File: src/rtl/owrl_pkg.sv
// Shared types and constants for the overwrite ring event log.
package owrl_pkg;

  typedef enum logic [2:0] {
    CmdPush  = 3'd0,
    CmdPop   = 3'd1,
    CmdPeek  = 3'd2,
    CmdDrop  = 3'd3,
    CmdClear = 3'd4
  } cmd_e;

  typedef enum logic [1:0] {
    StIdle,
    StExec,
    StOut
  } state_e;

  typedef struct packed {
    logic cfg_wr;
    logic load;
    logic exec;
    logic step;
  } ctl_t;

  typedef struct packed {
    logic more;
  } sts_t;

  localparam int CmdW      = 3;
  localparam int ValW      = 64;
  localparam int OffW      = 6;
  localparam int CntW      = 5;
  localparam int LevelW    = 6;
  localparam int CapW      = 7;
  localparam int CapRst    = 64;
  localparam int MinRing   = 2;

endpackage

File: src/rtl/owrl_ctrl.sv
// Controller state machine sequencing configuration writes, request intake, execution and result delivery.
module owrl_ctrl (
  input  logic          clk_i,
  input  logic          rst_ni,
  input  logic          in_valid_i,
  output logic          in_ready_o,
  input  logic          cfg_valid_i,
  output logic          cfg_ready_o,
  output logic          out_valid_o,
  input  logic          out_ready_i,
  input  owrl_pkg::sts_t sts_i,
  output owrl_pkg::ctl_t ctl_o
);
  import owrl_pkg::*;

  state_e state_q, state_d;

  always_ff @(posedge clk_i or negedge rst_ni) begin
    if (!rst_ni) begin
      state_q <= StIdle;
    end else begin
      state_q <= state_d;
    end
  end

  always_comb begin
    state_d = state_q;
    case (state_q)
      StIdle: begin
        if (!cfg_valid_i && in_valid_i) begin
          state_d = StExec;
        end
      end
      StExec: begin
        state_d = StOut;
      end
      StOut: begin
        if (out_ready_i && !sts_i.more) begin
          state_d = StIdle;
        end
      end
      default: begin
        state_d = StIdle;
      end
    endcase
  end

  always_comb begin
    cfg_ready_o  = (state_q == StIdle);
    in_ready_o   = (state_q == StIdle) && !cfg_valid_i;
    out_valid_o  = (state_q == StOut);
    ctl_o.cfg_wr = (state_q == StIdle) && cfg_valid_i;
    ctl_o.load   = (state_q == StIdle) && !cfg_valid_i && in_valid_i;
    ctl_o.exec   = (state_q == StExec);
    ctl_o.step   = (state_q == StOut) && out_ready_i && sts_i.more;
  end

endmodule

File: config.mk
export PLATFORM = sky130hd
export DESIGN_NAME = owrl_ctrl
export DESIGN_NICKNAME = d
export VERILOG_FILES = /design/src/rtl/owrl_pkg.sv /design/src/rtl/owrl_ctrl.sv
export SDC_FILE = /design/constraint.sdc
export NUM_CORES = 1
export LEC_CHECK = 0
export BUFFER_PORTS_ARGS = -buffer_cell sky130_fd_sc_hd__buf_2
export CORE_AREA = 2 2 39 41
export DETAILED_ROUTE_END_ITERATION = 7
export DIE_AREA = 0 0 41 43
export GPL_ROUTABILITY_DRIVEN = 0
export GPL_TIMING_DRIVEN = 0
export HOLD_SLACK_MARGIN = 0.12
export PLACE_DENSITY_LB_ADDON = 0.2
export SETUP_SLACK_MARGIN = 0.2
export SKIP_LAST_GASP = 1
export SYNTH_ARGS = -nofsm -noshare
export SYNTH_HDL_FRONTEND = slang
export SYNTH_SLANG_ARGS = --single-unit
File: constraint.sdc
create_clock -name clk_i -period 1.2 [get_ports clk_i]
set_clock_uncertainty 0.2 [all_clocks]
set_input_delay 0.24 -clock clk_i [delete_from_list [all_inputs] [get_ports clk_i]]
set_output_delay 0.24 -clock clk_i [all_outputs]
set_load 0.01 [all_outputs]
==> results by stage <==
Finish:
- The register with the most flip-flops in the layout has 2 of them.
- Of the cells placed in the final design, the portion with a size suffix greater than 1 is about three quarters.
- The number of nets in the layout is 36.
- The largest registers in the layout are state_q x2.
- The area growth from synthesis to final layout is 137.9%.
- Summing all flip-flop and latch instances after layout gives 52.55 um2.
- The fill cell total of the finished layout is approximately 160.
- The final instance count without filler cells is between 40 and 50.
- Once layout is done, the placed cells without fillers occupy about 280 um2.
- The area used by multi-input combinational logic is between 80 and 90 um2.
- The register with the most flip-flops is state_q.
- The number of antenna diodes in the final layout is 0.
- At the end of the flow the core is filled with cells to roughly a fifth.

Detailed routing:
- The routed via count divided by cell count is between 3 and 4.
- The number of vias after detailed routing is ~150.
- In the routed design, unresolved DRC markers number 0.
- The detailed-router iteration count before antenna repair is 1.
- After detailed routing, the total wire length is 348 um.
- For this block, the initial DRC count from the detailed router was 0.
- The detail route stage leaves a number of antenna-violating nets equal to 0.
- After detailed routing, the average wire length per cell comes to just under 8 um.

Floorplan:
- The die covers roughly 1800 um2.
- The initialized floorplan defines 14 standard-cell rows.
- The floorplan step set the die height to between 40 and 50 um.
- The initial utilization of the core area, before any placement, comes to 8.590%.
- The total I/O pin count is 13.
- In this run the horizontal extent of the chip is slightly above 40 um.
- The total area inside the core boundary comes to between 1000 and 1500 um2.

Power and ir drop:
- The combinational fraction of design power is between 40 and 50%.
- Dividing total power by cell area gives a power density of approximately 1700 nW/um2.
- Registers are responsible for a little under a quarter of the overall power.
- Net switching is about 31% of the power.
- Cell internal power was estimated by the tool at around 330 uW.
- Summed over all nets, the switching power comes to roughly 150 uW.
- The post-route total power is 482.8 uW.
- The worst supply voltage drop on vdd is 391.1 uV.
- The clock group share of total power is approximately a third.
- The leakage power is roughly 0.00014 uW.

Timing:
- In the post-route analysis, the smallest setup slack over all paths is -0.3388 ns.
- Setup repair after global routing could not meet its margin everywhere.
- The normalized max-slew margin is 88.92%.
- The total count of max-transition violations in the final report is 0.
- In the finished design, the share of the clock period the worst path needs comes to 128.2%.
- The setup violation total in the final timing report is 7.
- After layout, the minimum clock period comes to approximately 1.5 ns.
- The number of hold violations in the final report is 0.
- The highest clock frequency the design can meet is between 600 and 700 MHz.
- For the pin with the worst max-slew slack, the measured transition is ~0.17 ns.

Run status:
- The flow ran to the end, but the final reports show violations.
- The final reports fail on setup timing.

Synth:
- The most used standard cell by instance count after synthesis is sky130_fd_sc_hd__and2_1.
- Ranked by total cell area, the synthesized netlist is headed by sky130_fd_sc_hd__dfrtp_1 (42%), sky130_fd_sc_hd__and2_1 (16%), sky130_fd_sc_hd__nor3_2 (8.4%).
- The post-synthesis instance area is about 120 um2.
- In this run, synthesis produced a sequential element count of 2.
- The mean area per synthesized cell is between 9 and 10 um2.
- In the synthesized netlist, the cells that appear most often are sky130_fd_sc_hd__and2_1 (3), sky130_fd_sc_hd__dfrtp_1 (2).
- The warning count from the yosys run is 0.
- Counting every net in the synthesized netlist gives 18.
- The sequential cell area fraction in the yosys report is between 40% and 50%.
- After technology mapping, the gate count stands at 12.
- Among all flip-flop cells after synthesis, the most frequent one is sky130_fd_sc_hd__dfrtp_1.
- The fraction of registers with async set/reset is between 90% and 100%.
- The count of flip-flops with a built-in enable after synthesis is 0.
- The largest total area in the synthesized netlist belongs to sky130_fd_sc_hd__dfrtp_1.
- The share of the synthesized area in the top cell type is between 40% and 50%.
- The count of distinct cell types in the synthesized netlist is 9.

Critical path:
- Data on the critical path is required at its endpoint by ~0.76 ns.
- At the worst endpoint, the arrival time is between 1 and 1.5 ns.
- The number of cells traversed by the worst register-to-register path is 2.
- The maximum fanout along the worst path is 4.
- The startpoint-to-endpoint class of the critical path is flip-flop to output pin.
- The element type at the critical path start is a flip-flop.
- The element type at the critical path end is an output pin.

Placed design:
- The post-DP HPWL is around 270 um.
- After detailed placement, the total cell area comes to between 200 and 250 um2.
- The total of buffers placed on input and output ports is 12.
- In this run, placement finished with an instance count of 40.

Hold path:
- In this run the worst hold path is classified as primary input to flip-flop.
- The number of cells on the worst hold path is 2.

Clock tree:
- The clock slew seen by the registers of the worst setup and hold paths is ~0.03 ns.
- The clock net in this run drives a total of 2 sinks.
- The buffer depth of the longest clock path is 2.
- The tree is rooted in a sky130_fd_sc_hd__clkbuf_4.
- The number of clock buffers inserted by TritonCTS is 3.
- The post-cts hold buffer count is 1.
- The clock reaches the later pin of the worst-skew pair after ~0.23 ns.
- The clock tree from TritonCTS is done.
- The number of levels the H-tree was split into is 1.

GRT:
- The number of global-route vias before repair is 150.
- The aggregate global-route resource usage is 5.327%.
- The maximum number of pins on one net before global-route repair is 5.
- The first global-routing pass estimated 531 um of wire.
- The overflow left after global routing is 0.
- The number of antenna violations at the first check in global routing is 0.

Flow run:
- The tool flagged a number of max-cap violations equal to 0.
==> cell type report <==
| type | count | area share (%) |
|---|---|---|
| Timing Repair Buffer | 13 | 33.63 |
| Clock buffer | 4 | 9.292 |
| Sequential cell | 2 | 18.58 |
| Multi-Input combinational cell | 10 | 31.42 |
| Tap cell | 16 | 7.080 |
==> stage by stage <==
stage          setup slack, ns  hold WS (ns)  setup TNS (ns)
3_3_place_gp           -0.1350       -0.1728         -0.2798
4_1_cts                -0.3664       0.03812          -1.976
5_1_grt                -0.4018       0.04175          -2.159
2_1_floorplan         -0.07527       -0.2556         -0.1763
3_5_place_dp           -0.1477       -0.1704         -0.3478
6_report               -0.3388       0.04668          -1.766
==> path summary, 6_finish.rpt <==
kind	from	endpoint	slack (ns)
worst max-delay path	state_q[1]$_DFFE_PN0P_	ctl_o[2]	-0.34
worst min-delay path	in_valid_i	state_q[0]$_DFFE_PN0P_	0.05
max in group asynchronous	rst_ni	state_q[1]$_DFFE_PN0P_	0.56
worst min register to register	state_q[1]$_DFFE_PN0P_	state_q[0]$_DFFE_PN0P_	0.42
min in group asynchronous	rst_ni	state_q[0]$_DFFE_PN0P_	0.13
worst max register to register	state_q[0]$_DFFE_PN0P_	state_q[1]$_DFFE_PN0P_	0.06
==> timing repair <==
action                                  in CTS  in global routing
endpoints found under the setup margin       9                  9
buffers inserted                             0                  0
cloned                                       0                  0
gates resized for setup                      3                  2
hold endpoints to repair                     3                  1
pin swaps                                    4                  0
==> cell families (layout without fill, tap and decap cells) <==
logic type | after synthesis | after routing | share of synthesized area (%)
flip-flops | 2 | 2 | 42.11
AO/OA/AOI/OAI | 1 | 1 | 6.318
AND/OR/NAND/NOR | 9 | 9 | 51.59
buffers and inverters | 0 | 17 | 0
==> per-layer routing <==
metal	part of all wire, %	wire [um]	vias to the layer above	GRT usage [%]
met5	0	0	-	0
met4	0	0	0	8.000
met3	19	65	0	3.665
met2	42	146	13	6.875
met1	39	136	64	3.871
li1	-	-	74	-
==> power by group through the flow <==
stage               Sequential, uW  Clock, uW  Combinational [uW]
floorplan                      107          0                 110
global placement               109          0                 173
detailed placement             110          0                 176
CTS                            111        176                 194
global route                   117        181                 229
finish                         112        166                 204
==> cell usage in the layout (no fill, tap or decap), drive strengths merged <==
cell	Yosys	routed
dfrtp	2	2
clkbuf	0	4
a21o	1	1
and3	1	1
dlygate4sd3	0	1
buf	0	12
and2	3	3
nand2b	1	1
and2b	1	1
nor2	1	1
nor3	1	1
nor2b	1	1
==> critical path: stages (launching register included) <==
cell and delay, ns:
sky130_fd_sc_hd__dfrtp_2 0.42, sky130_fd_sc_hd__nor3_4 0.20, sky130_fd_sc_hd__and2_4 0.17, sky130_fd_sc_hd__buf_6 0.09
Note: power is estimated with default switching activity, not from simulation.
